**config.mk**
```make
export PLATFORM = sky130hd
export DESIGN_NAME = frame_header_tick_decoder_flat
export DESIGN_NICKNAME = d
export VERILOG_FILES = /design/src/fhtd_pkg.sv /design/src/fhtd_if.sv /design/src/fhtd_in_stage.sv /design/src/fhtd_decode.sv /design/src/frame_header_tick_decoder.sv /design/src/flat_wrapper.sv
export SDC_FILE = /design/constraint.sdc
export NUM_CORES = 1
export LEC_CHECK = 0
export BUFFER_PORTS_ARGS = -buffer_cell sky130_fd_sc_hd__buf_4
export CORE_MARGIN = 5
export CORE_UTILIZATION = 50
export CTS_CLUSTER_DIAMETER = 60
export DETAILED_ROUTE_END_ITERATION = 10
export GPL_TIMING_DRIVEN = 0
export PLACE_DENSITY = 0.79
export SLEW_MARGIN = 20
export SYNTH_ARGS = -nofsm -noshare
export SYNTH_HDL_FRONTEND = slang
export SYNTH_SLANG_ARGS = --single-unit
```
**constraint.sdc**
```tcl
create_clock -name clk -period 9.55 [get_ports clk]
set_input_delay 0.4775 -clock clk [delete_from_list [all_inputs] [get_ports clk]]
set_output_delay 0.4775 -clock clk [all_outputs]
set_load 0.01 [all_outputs]
```
**src/fhtd_pkg.sv**
```systemverilog
// ----------------------------------------------------------------------------
// fhtd_pkg: shared definitions for the frame header tick decoder
// Frame geometry, header layout constants, status codes and the decode
// phase type used by the decoder and the channel interfaces.
// ----------------------------------------------------------------------------
`default_nettype none

package fhtd_pkg;

	// Frame geometry.
	localparam int FRAME_SAMPLES = 256;
	localparam int SAMPLE_W      = 10;
	localparam int IDX_W         = 9;
	localparam int OFFSET_W      = 8;
	localparam int ADDR_W        = 8;

	// The sample index saturates at its largest value.
	localparam logic [IDX_W-1:0] IDX_MAX = {IDX_W{1'b1}};

	// A tick may only start below this index.
	localparam logic [IDX_W-1:0] TICK_LIMIT = IDX_W'(FRAME_SAMPLES - 12);

	// Header layout relative to the tick start.
	localparam logic [IDX_W-1:0] TICK_END_REL  = IDX_W'(2);
	localparam logic [IDX_W-1:0] ADDR_END_REL  = IDX_W'(10);
	localparam logic [IDX_W-1:0] HEADER_SPAN   = IDX_W'(12);

	// Result status codes.
	typedef enum logic [1:0] {
		ST_OK        = 2'd0,
		ST_NO_TICK   = 2'd1,
		ST_TOO_SHORT = 2'd2
	} status_t;

	// Decode phase within one frame.
	typedef enum logic [1:0] {
		PH_SEARCH = 2'd0,
		PH_TICK   = 2'd1,
		PH_HEADER = 2'd2,
		PH_DONE   = 2'd3
	} phase_t;

	// One sample request as held in the input register.
	typedef struct packed {
		logic [SAMPLE_W-1:0] sample;
		logic                last;
	} sample_req_t;

endpackage

`default_nettype wire

```
**src/fhtd_if.sv**
```systemverilog
// ----------------------------------------------------------------------------
// fhtd_if: channel interfaces of the frame header tick decoder
// A sample channel and a result channel, each with valid/ready handshake.
// ----------------------------------------------------------------------------
`default_nettype none

interface fhtd_sample_if;
	logic                          valid;
	logic                          ready;
	logic [fhtd_pkg::SAMPLE_W-1:0] sample;
	logic                          last;

	modport source (output valid, output sample, output last, input ready);
	modport sink   (input valid, input sample, input last, output ready);
endinterface

interface fhtd_result_if;
	logic                          valid;
	logic                          ready;
	logic [1:0]                    status;
	logic [fhtd_pkg::OFFSET_W-1:0] tick_offset;
	logic [fhtd_pkg::ADDR_W-1:0]   pipeline_address;
	logic                          error_bit;

	modport source (output valid, output status, output tick_offset,
		output pipeline_address, output error_bit, input ready);
	modport sink   (input valid, input status, input tick_offset,
		input pipeline_address, input error_bit, output ready);
endinterface

`default_nettype wire

```
**src/fhtd_in_stage.sv**
```systemverilog
// ----------------------------------------------------------------------------
// fhtd_in_stage: sample input register
// Registers each accepted sample request and holds it until the decoder
// takes it; a new request is accepted in the same cycle one is taken.
// ----------------------------------------------------------------------------
`default_nettype none

module fhtd_in_stage (
	input  wire logic                  clk,
	input  wire logic                  arst_n,
	fhtd_sample_if.sink                samples,
	input  wire logic                  take,
	output      logic                  valid_s1,
	output      fhtd_pkg::sample_req_t req_s1
);

	// The register is free when empty or being emptied this cycle.
	assign samples.ready = !valid_s1 || take;

	// Occupancy flag.
	always_ff @(posedge clk or negedge arst_n) begin
		if (!arst_n) begin
			valid_s1 <= 1'b0;
		end else if (samples.ready) begin
			valid_s1 <= samples.valid;
		end
	end

	// Payload capture.
	always_ff @(posedge clk) begin
		if (samples.valid && samples.ready) begin
			req_s1.sample <= samples.sample;
			req_s1.last   <= samples.last;
		end
	end

endmodule

`default_nettype wire

```
**src/fhtd_decode.sv**
```systemverilog
// ----------------------------------------------------------------------------
// fhtd_decode: header decode state and result register
// Tracks the sample index and decode phase of the current frame, gathers
// the tick offset, pipeline address and error bit, and loads the result
// register on the sample marked last.
// ----------------------------------------------------------------------------
`default_nettype none

module fhtd_decode (
	input  wire logic                          clk,
	input  wire logic                          arst_n,
	input  wire logic [fhtd_pkg::SAMPLE_W-1:0] threshold,
	input  wire logic                          valid_s1,
	input  wire fhtd_pkg::sample_req_t         req_s1,
	output      logic                          take,
	fhtd_result_if.source                      results
);

	fhtd_pkg::phase_t                phase_q, phase_d;
	logic [fhtd_pkg::IDX_W-1:0]      idx_q, idx_d;
	logic [fhtd_pkg::OFFSET_W-1:0]   off_q, off_d;
	logic [fhtd_pkg::ADDR_W-1:0]     addr_q, addr_d;
	logic                            err_q, err_d;
	fhtd_pkg::status_t               stat_q, stat_d;

	logic                            hi;
	logic                            at_or_above;
	logic [fhtd_pkg::IDX_W-1:0]      rel;
	logic                            res_free;
	logic                            done_ok;
	fhtd_pkg::status_t               res_status;

	logic                            res_valid_q;
	fhtd_pkg::status_t               res_status_q;
	logic [fhtd_pkg::OFFSET_W-1:0]   res_off_q;
	logic [fhtd_pkg::ADDR_W-1:0]     res_addr_q;
	logic                            res_err_q;

	// A sample is taken unless it must produce a result and the slot is full.
	assign res_free = !res_valid_q || results.ready;
	assign take     = valid_s1 && (!req_s1.last || res_free);

	// Threshold compares and position relative to the tick start.
	assign hi          = req_s1.sample > threshold;
	assign at_or_above = req_s1.sample >= threshold;
	assign rel         = idx_q - {1'b0, off_q};

	// Phase sequencing and header gathering for the current sample.
	always_comb begin
		phase_d = phase_q;
		off_d   = off_q;
		addr_d  = addr_q;
		err_d   = err_q;
		stat_d  = stat_q;
		unique case (phase_q)
			fhtd_pkg::PH_SEARCH: begin
				if (idx_q < fhtd_pkg::TICK_LIMIT && at_or_above) begin
					off_d   = idx_q[fhtd_pkg::OFFSET_W-1:0];
					stat_d  = hi ? fhtd_pkg::ST_OK : fhtd_pkg::ST_TOO_SHORT;
					phase_d = fhtd_pkg::PH_TICK;
				end
			end
			fhtd_pkg::PH_TICK: begin
				if (!hi) begin
					stat_d = fhtd_pkg::ST_TOO_SHORT;
				end
				if (rel >= fhtd_pkg::TICK_END_REL) begin
					phase_d = fhtd_pkg::PH_HEADER;
				end
			end
			fhtd_pkg::PH_HEADER: begin
				if (rel <= fhtd_pkg::ADDR_END_REL) begin
					addr_d = {addr_q[fhtd_pkg::ADDR_W-2:0], hi};
				end else begin
					err_d   = hi;
					phase_d = fhtd_pkg::PH_DONE;
				end
			end
			fhtd_pkg::PH_DONE: begin
			end
			default: begin
			end
		endcase

		// Sample index saturates; it restarts with a new frame.
		if (req_s1.last) begin
			idx_d = '0;
		end else if (idx_q < fhtd_pkg::IDX_MAX) begin
			idx_d = idx_q + 1'b1;
		end else begin
			idx_d = idx_q;
		end
	end

	// Frame verdict: the whole header must lie inside the frame.
	assign done_ok    = (phase_d == fhtd_pkg::PH_DONE) &&
		(idx_q >= ({1'b0, off_d} + fhtd_pkg::HEADER_SPAN));
	assign res_status = done_ok ? stat_d : fhtd_pkg::ST_NO_TICK;

	// Frame state registers; the last sample returns them to a new frame.
	always_ff @(posedge clk or negedge arst_n) begin
		if (!arst_n) begin
			phase_q <= fhtd_pkg::PH_SEARCH;
			idx_q   <= '0;
			off_q   <= '0;
			addr_q  <= '0;
			err_q   <= 1'b0;
			stat_q  <= fhtd_pkg::ST_NO_TICK;
		end else if (take) begin
			idx_q <= idx_d;
			if (req_s1.last) begin
				phase_q <= fhtd_pkg::PH_SEARCH;
				off_q   <= '0;
				addr_q  <= '0;
				err_q   <= 1'b0;
				stat_q  <= fhtd_pkg::ST_NO_TICK;
			end else begin
				phase_q <= phase_d;
				off_q   <= off_d;
				addr_q  <= addr_d;
				err_q   <= err_d;
				stat_q  <= stat_d;
			end
		end
	end

	// Result valid flag.
	always_ff @(posedge clk or negedge arst_n) begin
		if (!arst_n) begin
			res_valid_q <= 1'b0;
		end else if (take && req_s1.last) begin
			res_valid_q <= 1'b1;
		end else if (results.ready) begin
			res_valid_q <= 1'b0;
		end
	end

	// Result payload; failed frames report zeros in the unused fields.
	always_ff @(posedge clk) begin
		if (take && req_s1.last) begin
			res_status_q <= res_status;
			res_off_q    <= (res_status == fhtd_pkg::ST_NO_TICK) ? '0 : off_d;
			res_addr_q   <= (res_status == fhtd_pkg::ST_OK) ? addr_d : '0;
			res_err_q    <= (res_status == fhtd_pkg::ST_OK) ? err_d : 1'b0;
		end
	end

	assign results.valid            = res_valid_q;
	assign results.status           = res_status_q;
	assign results.tick_offset      = res_off_q;
	assign results.pipeline_address = res_addr_q;
	assign results.error_bit        = res_err_q;

endmodule

`default_nettype wire

```
**src/frame_header_tick_decoder.sv**
```systemverilog
// ----------------------------------------------------------------------------
// frame_header_tick_decoder: readout frame header decoder
// Finds the tick mark in a stream of frame samples and reports the tick
// offset, pipeline address and error bit once per frame.
// ----------------------------------------------------------------------------
// Usage:
//   Samples of a frame enter in order on the samples channel, with last set
//   on the final sample. One request is accepted per cycle while the input
//   register is free. Every sample passes an input register and then
//   updates the decode state; the sample marked last loads the result
//   register, whose outputs drive the results channel. Samples that are
//   not last produce no result. Throughput is one sample per cycle through
//   the single decode stage, unless a last sample waits for the result slot.
//   While a result waits on a stalled receiver, samples that are not last
//   keep flowing; the next last sample waits in the input register until
//   the slot frees.
//   threshold_we writes threshold_wdata into the threshold register; write
//   it only while no frame is in flight. Reset sets the threshold to 512,
//   empties both registers and starts a new frame at sample index zero.
// ----------------------------------------------------------------------------
`default_nettype none

module frame_header_tick_decoder (
	input  wire logic                          clk,
	input  wire logic                          arst_n,
	fhtd_sample_if.sink                        samples,
	fhtd_result_if.source                      results,
	input  wire logic                          threshold_we,
	input  wire logic [fhtd_pkg::SAMPLE_W-1:0] threshold_wdata
);

	logic [fhtd_pkg::SAMPLE_W-1:0] threshold_q;
	logic                          valid_s1;
	fhtd_pkg::sample_req_t         req_s1;
	logic                          take;

	// Threshold register.
	always_ff @(posedge clk or negedge arst_n) begin
		if (!arst_n) begin
			threshold_q <= fhtd_pkg::SAMPLE_W'(512);
		end else if (threshold_we) begin
			threshold_q <= threshold_wdata;
		end
	end

	// Input register.
	fhtd_in_stage u_in_stage (
		.clk      (clk),
		.arst_n   (arst_n),
		.samples  (samples),
		.take     (take),
		.valid_s1 (valid_s1),
		.req_s1   (req_s1)
	);

	// Decode state and result register.
	fhtd_decode u_decode (
		.clk       (clk),
		.arst_n    (arst_n),
		.threshold (threshold_q),
		.valid_s1  (valid_s1),
		.req_s1    (req_s1),
		.take      (take),
		.results   (results)
	);

endmodule

`default_nettype wire

```
**src/flat_wrapper.sv**
```systemverilog
// flat-port wrapper written by rule: the top's interface ports become plain ports
module frame_header_tick_decoder_flat 
  (clk, arst_n, threshold_we, threshold_wdata, samples_valid, samples_sample, samples_last, samples_ready, results_valid, results_status, results_tick_offset, results_pipeline_address, results_error_bit, results_ready);
  fhtd_sample_if samples_i ();
  fhtd_result_if results_i ();
  input  wire logic clk;
  input  wire logic arst_n;
  input  wire logic threshold_we;
  input  wire logic [fhtd_pkg::SAMPLE_W-1:0] threshold_wdata;
  input wire logic [$bits(samples_i.valid)-1:0] samples_valid;
  input wire logic [$bits(samples_i.sample)-1:0] samples_sample;
  input wire logic [$bits(samples_i.last)-1:0] samples_last;
  output wire logic [$bits(samples_i.ready)-1:0] samples_ready;
  output wire logic [$bits(results_i.valid)-1:0] results_valid;
  output wire logic [$bits(results_i.status)-1:0] results_status;
  output wire logic [$bits(results_i.tick_offset)-1:0] results_tick_offset;
  output wire logic [$bits(results_i.pipeline_address)-1:0] results_pipeline_address;
  output wire logic [$bits(results_i.error_bit)-1:0] results_error_bit;
  input wire logic [$bits(results_i.ready)-1:0] results_ready;
  assign samples_i.valid = samples_valid;
  assign samples_i.sample = samples_sample;
  assign samples_i.last = samples_last;
  assign samples_ready = samples_i.ready;
  assign results_valid = results_i.valid;
  assign results_status = results_i.status;
  assign results_tick_offset = results_i.tick_offset;
  assign results_pipeline_address = results_i.pipeline_address;
  assign results_error_bit = results_i.error_bit;
  assign results_i.ready = results_ready;
  frame_header_tick_decoder u_core (.clk(clk), .arst_n(arst_n), .samples(samples_i), .results(results_i), .threshold_we(threshold_we), .threshold_wdata(threshold_wdata));
endmodule
```
Yosys cells after proc, flatten, opt, wreduce, memory -nomap -nowiden --
Index checks and enable logic that the tools add are counted.
Cells by class: $add $sub $neg 3, $lt $le $gt $ge 7, equality and inequality tests 4, muxes and demuxes 24, reduce and logical (&&, ||, !) cells 16
Operators with widths (number):
- 2-to-1 mux 8 bit | 6
- 2-to-1 mux 2 bit | 9
- 2-to-1 mux 9 bit | 2
- greater-or-equal comparator 10 bit | 1
- > comparator 10 bit | 1
- adder 8 x 4 -> 9 bit, second input constant | 1
- adder 9 x 1 -> 9 bit, second input constant | 1
- greater-or-equal comparator 9 x 2 -> 1 bit, second input constant | 1
- greater-or-equal comparator 9 bit | 1
- <= comparator 9 x 4 -> 1 bit, second input constant | 1
- < comparator 9 x 8 -> 1 bit, second input constant | 1
- < comparator 9 bit, second input constant | 1
- subtractor 9 x 8 -> 9 bit | 1
- case mux 2 bit (3 select lines) | 1
- logical AND 1 bit | 5
- 2-to-1 mux 1 bit | 5
- equality test 2 x 1 -> 1 bit, second input constant | 2
- equality test 2 bit, second input constant | 2
- zero test 2 bit | 2
- case mux 2 bit (2 select lines) | 1
- nonzero test 2 bit | 2
- zero test 1 bit | 3
- logical OR 1 bit | 3
- AND reduction 2 bit | 1
Word-level totals: register bits 72, input bits 26, output and inout bits 21, word-level logic and storage cells 69

Logic depth before layout (Yosys ltp) --
word-level depth 9, mapped depth 18, depth with buffers taken out 17

By module --
From an unflattened synthesis, not the netlist that was laid out.
Unflattened totals: cells, all modules 391, area, all modules 4226.6 um^2
By module, submodules not included:
- fhtd_decode | instances 1, cells an instance 355, area an instance 3429.5 um^2, sequential area each 1347.5 um^2
- frame_header_tick_decoder | instances 1, cells an instance 21, area an instance 412.9 um^2, sequential area each 251.5 um^2
- fhtd_in_stage | instances 1, cells an instance 15, area an instance 384.1 um^2, sequential area each 355.3 um^2

Worst setup path before layout --
Ideal clock, no wire load.
path kind flip-flop to flip-flop, from reg u_core.u_in_stage.req_s1[8] (netlist name), to reg u_core.u_decode.res_addr_q (netlist bit u_core.u_decode.results.pipeline_address[0]), data pin, library setup time 0.268 ns, arrival 3.577 ns, data required time 9.282 ns, path slack 5.705 ns, stages on the path, launching flop included 18, path buffers 1, period minus slack after synthesis 3.845 ns, cells stage by stage edfxtp_1 ha_1 a21o_1 a21o_1 a21o_1 o31ai_4 buf_2 mux2i_1 ha_1 nor2_1 xor2_1 ha_1 o21a_1 o21ai_0 nand2b_1 and3b_1 o2111ai_2 nor2_1
On the way: longest elaborated chain between the ends 9, elaborated cells between the ends (all ways) 19, those cells by class 1 x add/sub; 3 x order compare; 1 x eq/ne; 11 x mux; 3 x reduce/logical
Ends and longest elaborated chain:
- greater-or-equal comparator 10 bit | line fhtd_decode.sv:45 | assign at_or_above = req_s1.sample >= threshold;
- logical AND 1 bit | line fhtd_decode.sv:57 | if (idx_q < fhtd_pkg::TICK_LIMIT && at_or_above) begin
- 2-to-1 mux 8 bit | line fhtd_decode.sv:57
- 2-to-1 mux 8 bit | line fhtd_decode.sv:55 | unique case (phase_q)
- adder 8 x 4 -> 9 bit | line fhtd_decode.sv:97 | (idx_q >= ({1'b0, off_d} + fhtd_pkg::HEADER_SPAN));
- greater-or-equal comparator 9 bit | line fhtd_decode.sv:97
- logical AND 1 bit | line fhtd_decode.sv:96 | assign done_ok = (phase_d == fhtd_pkg::PH_DONE) &&
- 2-to-1 mux 2 bit | line fhtd_decode.sv:98 | assign res_status = done_ok ? stat_d : fhtd_pkg::ST_NO_TICK;
- zero test 2 bit | line fhtd_decode.sv:143 | res_addr_q <= (res_status == fhtd_pkg::ST_OK) ? addr_d : '0;
- end signal: assignment | line fhtd_decode.sv:143
- end: declaration | line fhtd_decode.sv:36 | logic [fhtd_pkg::ADDR_W-1:0] res_addr_q;
Parallel ways exist; a longest one is shown, timed or not. A chain may end at the register's enable or synchronous reset.

Worst setup path after layout --
from reg u_core.u_in_stage.req_s1[8] (netlist name), to reg u_core.u_decode.res_err_q (netlist: u_core.u_decode.results.error_bit), data pin
On the way: longest elaborated chain between the ends 9, elaborated cells between the ends (all ways) 19, those cells by class 1 x add/sub; 3 x order compare; 1 x eq/ne; 11 x mux; 3 x reduce/logical
Ends and longest elaborated chain:
- greater-or-equal comparator 10 bit | line fhtd_decode.sv:45
- logical AND 1 bit | line fhtd_decode.sv:57
- 2-to-1 mux 8 bit | line fhtd_decode.sv:57
- 2-to-1 mux 8 bit | line fhtd_decode.sv:55
- adder 8 x 4 -> 9 bit | line fhtd_decode.sv:97
- greater-or-equal comparator 9 bit | line fhtd_decode.sv:97
- logical AND 1 bit | line fhtd_decode.sv:96
- 2-to-1 mux 2 bit | line fhtd_decode.sv:98
- zero test 2 bit | line fhtd_decode.sv:144 | res_err_q <= (res_status == fhtd_pkg::ST_OK) ? err_d : 1'b0;
- end signal: assignment | line fhtd_decode.sv:144
- end: declaration | line fhtd_decode.sv:37 | logic res_err_q;
Parallel ways exist; a longest one is shown, timed or not.

==> flow_metrics.env <==
export IMPL_slowest_delay_ns=0.47
export IMPL_wirelength_mm=8.77
export IMPL_relSlewSlack_pct=39.7
export IMPL_worst_ep_required_time_ns=9.63
export IMPL_synth_async_reset_ratio_pct=58.3
export IMPL_vias=3166
export IMPL_synth_area_per_cell_um2=10.6
export IMPL_root_buffer="clkbuf_8"
export IMPL_pin_count=47
export IMPL_antenna_found_initial=0
export IMPL_place_hpwl_mm=6.35
export IMPL_cp_start_kind="flop"
export IMPL_core_area_um2=8130
export IMPL_crit_family="compound AO/OA/AOI/OAI gates"
export IMPL_fin_ws_ns=5.10
export IMPL_period_share_pct=46.6
export IMPL_wl_per_cell_um=15.9
export IMPL_overflow=0
export IMPL_clkLatencyLatePin_ns=0.35
export IMPL_seq_area_um2=1950
export IMPL_ys_ff_latch=72
export IMPL_fin_worst_skew_ns=0.0108
export IMPL_gr_usage_all_layers_pct=18.2
export IMPL_detail_route_first_pass_iterations=4
export IMPL_mappedNetlistArea_um2=4110
export IMPL_cts_made_buffers=9
export IMPL_syn_nets=443
export IMPL_drc=0
export IMPL_cts_htree_levels=3
export IMPL_multiInputGateArea_um2=1980
export IMPL_path_buf_inv=1
export IMPL_place_ws_ns=5.15
export IMPL_ys_warn_count=0
export IMPL_cts_hold_buf=0
export IMPL_fin_nets=499
export IMPL_cts_resized=0
export IMPL_ir_drop_v=0.000111
export IMPL_netlist_instances=387
export IMPL_drv_cap=0
export IMPL_synth_edf_count=30
export IMPL_hold_viol_final=0
export IMPL_synth_cell_types=68
export IMPL_maxSlewViolCount=0
export IMPL_seq_area_frac_synth_pct=47.5
export IMPL_crit_arrival_ns=4.53
export IMPL_finalSetupViolCount=0
export IMPL_p_leak_nw=2.18
export IMPL_gp_congestion=0.904
export IMPL_synth_top_cell_by_area="dfrtp_1"
export IMPL_area_growth_pct=17.3
export IMPL_clockBufferDepth=2
export IMPL_postRouteAntennaNets=0
export IMPL_layout_common_cells="buf_4 (46), dfrtp_1 (40), nor2_1 (32)"
export IMPL_endpoint_kind="flop"
export IMPL_rows=33
export IMPL_drive_gt1_share_pct=19.4
export IMPL_grt_pass1_wl_mm=14.7
export IMPL_synth_area_leaders="dfrtp_1 (24%), edfxtp_1 (22%), ha_1 (8.8%)"
export IMPL_drt_iter0_markers=195
export IMPL_worst_pin_slew_ns=0.899
export IMPL_die_h_um=101
export IMPL_finish_utilization_pct=59.3
export IMPL_n_antenna_cell=0
export IMPL_post_cts_buffers=0
export IMPL_crit_chain="ha_1, a21o_1, a21o_1, a21o_1, o31ai_4, buf_2, mux2i_1, ha_1, nor2_1, xor2_1, ha_1, o21a_1, o21ai_0, nand2b_1, and3b_1, o2111ai_2, a21oi_1"
export IMPL_rsz0062_at_grt="false"
export IMPL_yosysTopAreaCellShare_pct=24.3
export IMPL_synth_main_ff_cell="dfrtp_1"
export IMPL_initial_core_util_pct=50.5
export IMPL_cts_sinks=72
export IMPL_avgViaCountPerCell=5.73
export IMPL_die_area_um2=10100
export IMPL_min_period_ns=4.45
export IMPL_crit_fanout=10
export IMPL_cts_tree="yes"
export IMPL_fin_cells=553
export IMPL_outcome="finished, final reports clean"
export IMPL_criticalPathCategory="flop to flop"
export IMPL_dp_cells=537
export IMPL_grt_start_max_net_pins=43
export IMPL_mostFrequentLayoutCell="buf_4"
export IMPL_die_x_um=101
export IMPL_hp_class="input pin to asynchronous set/reset pin"
export IMPL_timing_fmax_mhz=225
export IMPL_setup_tns_final_ns=0
export IMPL_critical_path_slowest_cell="o31ai_4"
export IMPL_clk_pin_slew_ns=0.07
export IMPL_portBuffers=45
export IMPL_grt_pass1_vias=3074
export IMPL_p_per_area_nw_per_um2=197
export IMPL_fill_cells=646
final cells by class:
| type | count | area share (%) |
|---|---|---|
| plain buffers | 11 | 1.32 |
| clock buffers | 10 | 2.85 |
| clock inverters | 6 | 2.20 |
| inverters | 31 | 2.41 |
| multi-input cells | 273 | 41.0 |
| flip-flops and latches | 72 | 40.5 |
| well taps | 105 | 2.72 |
| repair buffers | 45 | 7.00 |
registers in the layout (all words and copies together), names as in the netlist:
name	count
u_core.u_decode.results.pipeline_address	8
u_core.u_decode.phase_q	2
u_core.u_in_stage.valid_s1	1
u_core.u_decode.idx_q	9
u_core.u_decode.err_q	1
u_core.u_in_stage.req_s1	11
u_core.u_decode.results.valid	1
u_core.u_decode.results.status	2
u_core.u_decode.results.error_bit	1
u_core.u_decode.stat_q	2
u_core.u_decode.off_q	8
u_core.threshold_q	10
u_core.u_decode.addr_q	8
u_core.u_decode.results.tick_offset	8
layer usage:
| layer | up-vias | wire, um | part of all wire, % | GRT usage (%) |
|---|---|---|---|---|
| li1 | 1529 | - | - | - |
| met1 | 1535 | 3920 | 45 | 24.1 |
| met2 | 87 | 4200 | 48 | 29.7 |
| met3 | 15 | 522 | 6.0 | 4.36 |
| met4 | 0 | 121 | 1.4 | 5.49 |
| met5 | - | 0 | 0 | 0 |
worst register-to-register path, delay by kind of cell, from the launching register on:
family | cells | cell delay, ns
compound gates | 8 | 1.64
mux | 1 | 0.39
simple gates | 3 | 0.37
fa+ha+maj | 3 | 0.90
xor+xnor | 1 | 0.16
buf+inv | 1 | 0.35
flops | 1 | 0.37
where the power goes:
| part | switching (mW) | internal, mW |
|---|---|---|
| Clock | 0.113 | 0.179 |
| Combinational | 0.173 | 0.120 |
| Sequential | 0.0163 | 0.350 |
per-stage QoR:
step,hold slack (ns),area (um^2),power (mW)
floorplan,0.182,4110,0.587
global placement,0.486,4580,0.651
detailed placement,0.484,4580,0.661
CTS,0.133,4820,0.954
finish,0.121,4820,0.952
global route,0.162,4820,1.00
logic make-up after synthesis:
group / count (synthesis) / synth area share [%]
AOI/OAI and AO/OA: 98 / 17.3
buffers and inverters: 42 / 4.38
muxes: 16 / 3.96
xor gates and xnor gates: 13 / 2.77
and+or+nand+nor: 116 / 14.7
DFF: 72 / 47.5
adders and majority gates: 30 / 9.31
cells in the mapped netlist (3+ instances only):
library cell,count
a211oi_1,3
a21o_1,9
a21oi_1,13
a22o_1,10
buf_2,3
clkbuf_1,4
dfrtp_1,40
edfxtp_1,30
ha_1,29
inv_1,30
mux2i_1,14
nand2_1,27
nand2b_1,9
nand3_1,7
nand4_1,7
nor2_1,32
nor2b_1,4
nor3_1,4
o21ai_0,29
o22ai_1,4
o2bb2ai_1,3
or2_2,3
or3_1,6
xnor2_1,7
xor2_1,6
worst paths after layout:
kind	slack (ns)	cells past startpoint	endpoint	startpoint
setup / recovery	5.10	17	u_core.u_decode.results.error_bit$_SDFFCE_PP0P_	u_core.u_in_stage.req_s1[8]$_DFFE_PP_
hold / removal	0.12	1	u_core.u_decode.addr_q[4]$_DFFE_PN0P_	arst_n
setup reg to reg	5.10	17	u_core.u_decode.results.error_bit$_SDFFCE_PP0P_	u_core.u_in_stage.req_s1[8]$_DFFE_PP_
hold reg to reg	0.50	1	u_core.u_decode.addr_q[7]$_DFFE_PN0P_	u_core.u_decode.addr_q[7]$_DFFE_PN0P_
max in group asynchronous	9.04	1	u_core.u_decode.off_q[7]$_DFFE_PN0P_	arst_n
min in group clk	0.30	1	u_core.u_in_stage.req_s1[6]$_DFFE_PP_	samples_sample[5]
Power figures use the tool's default switching activity.
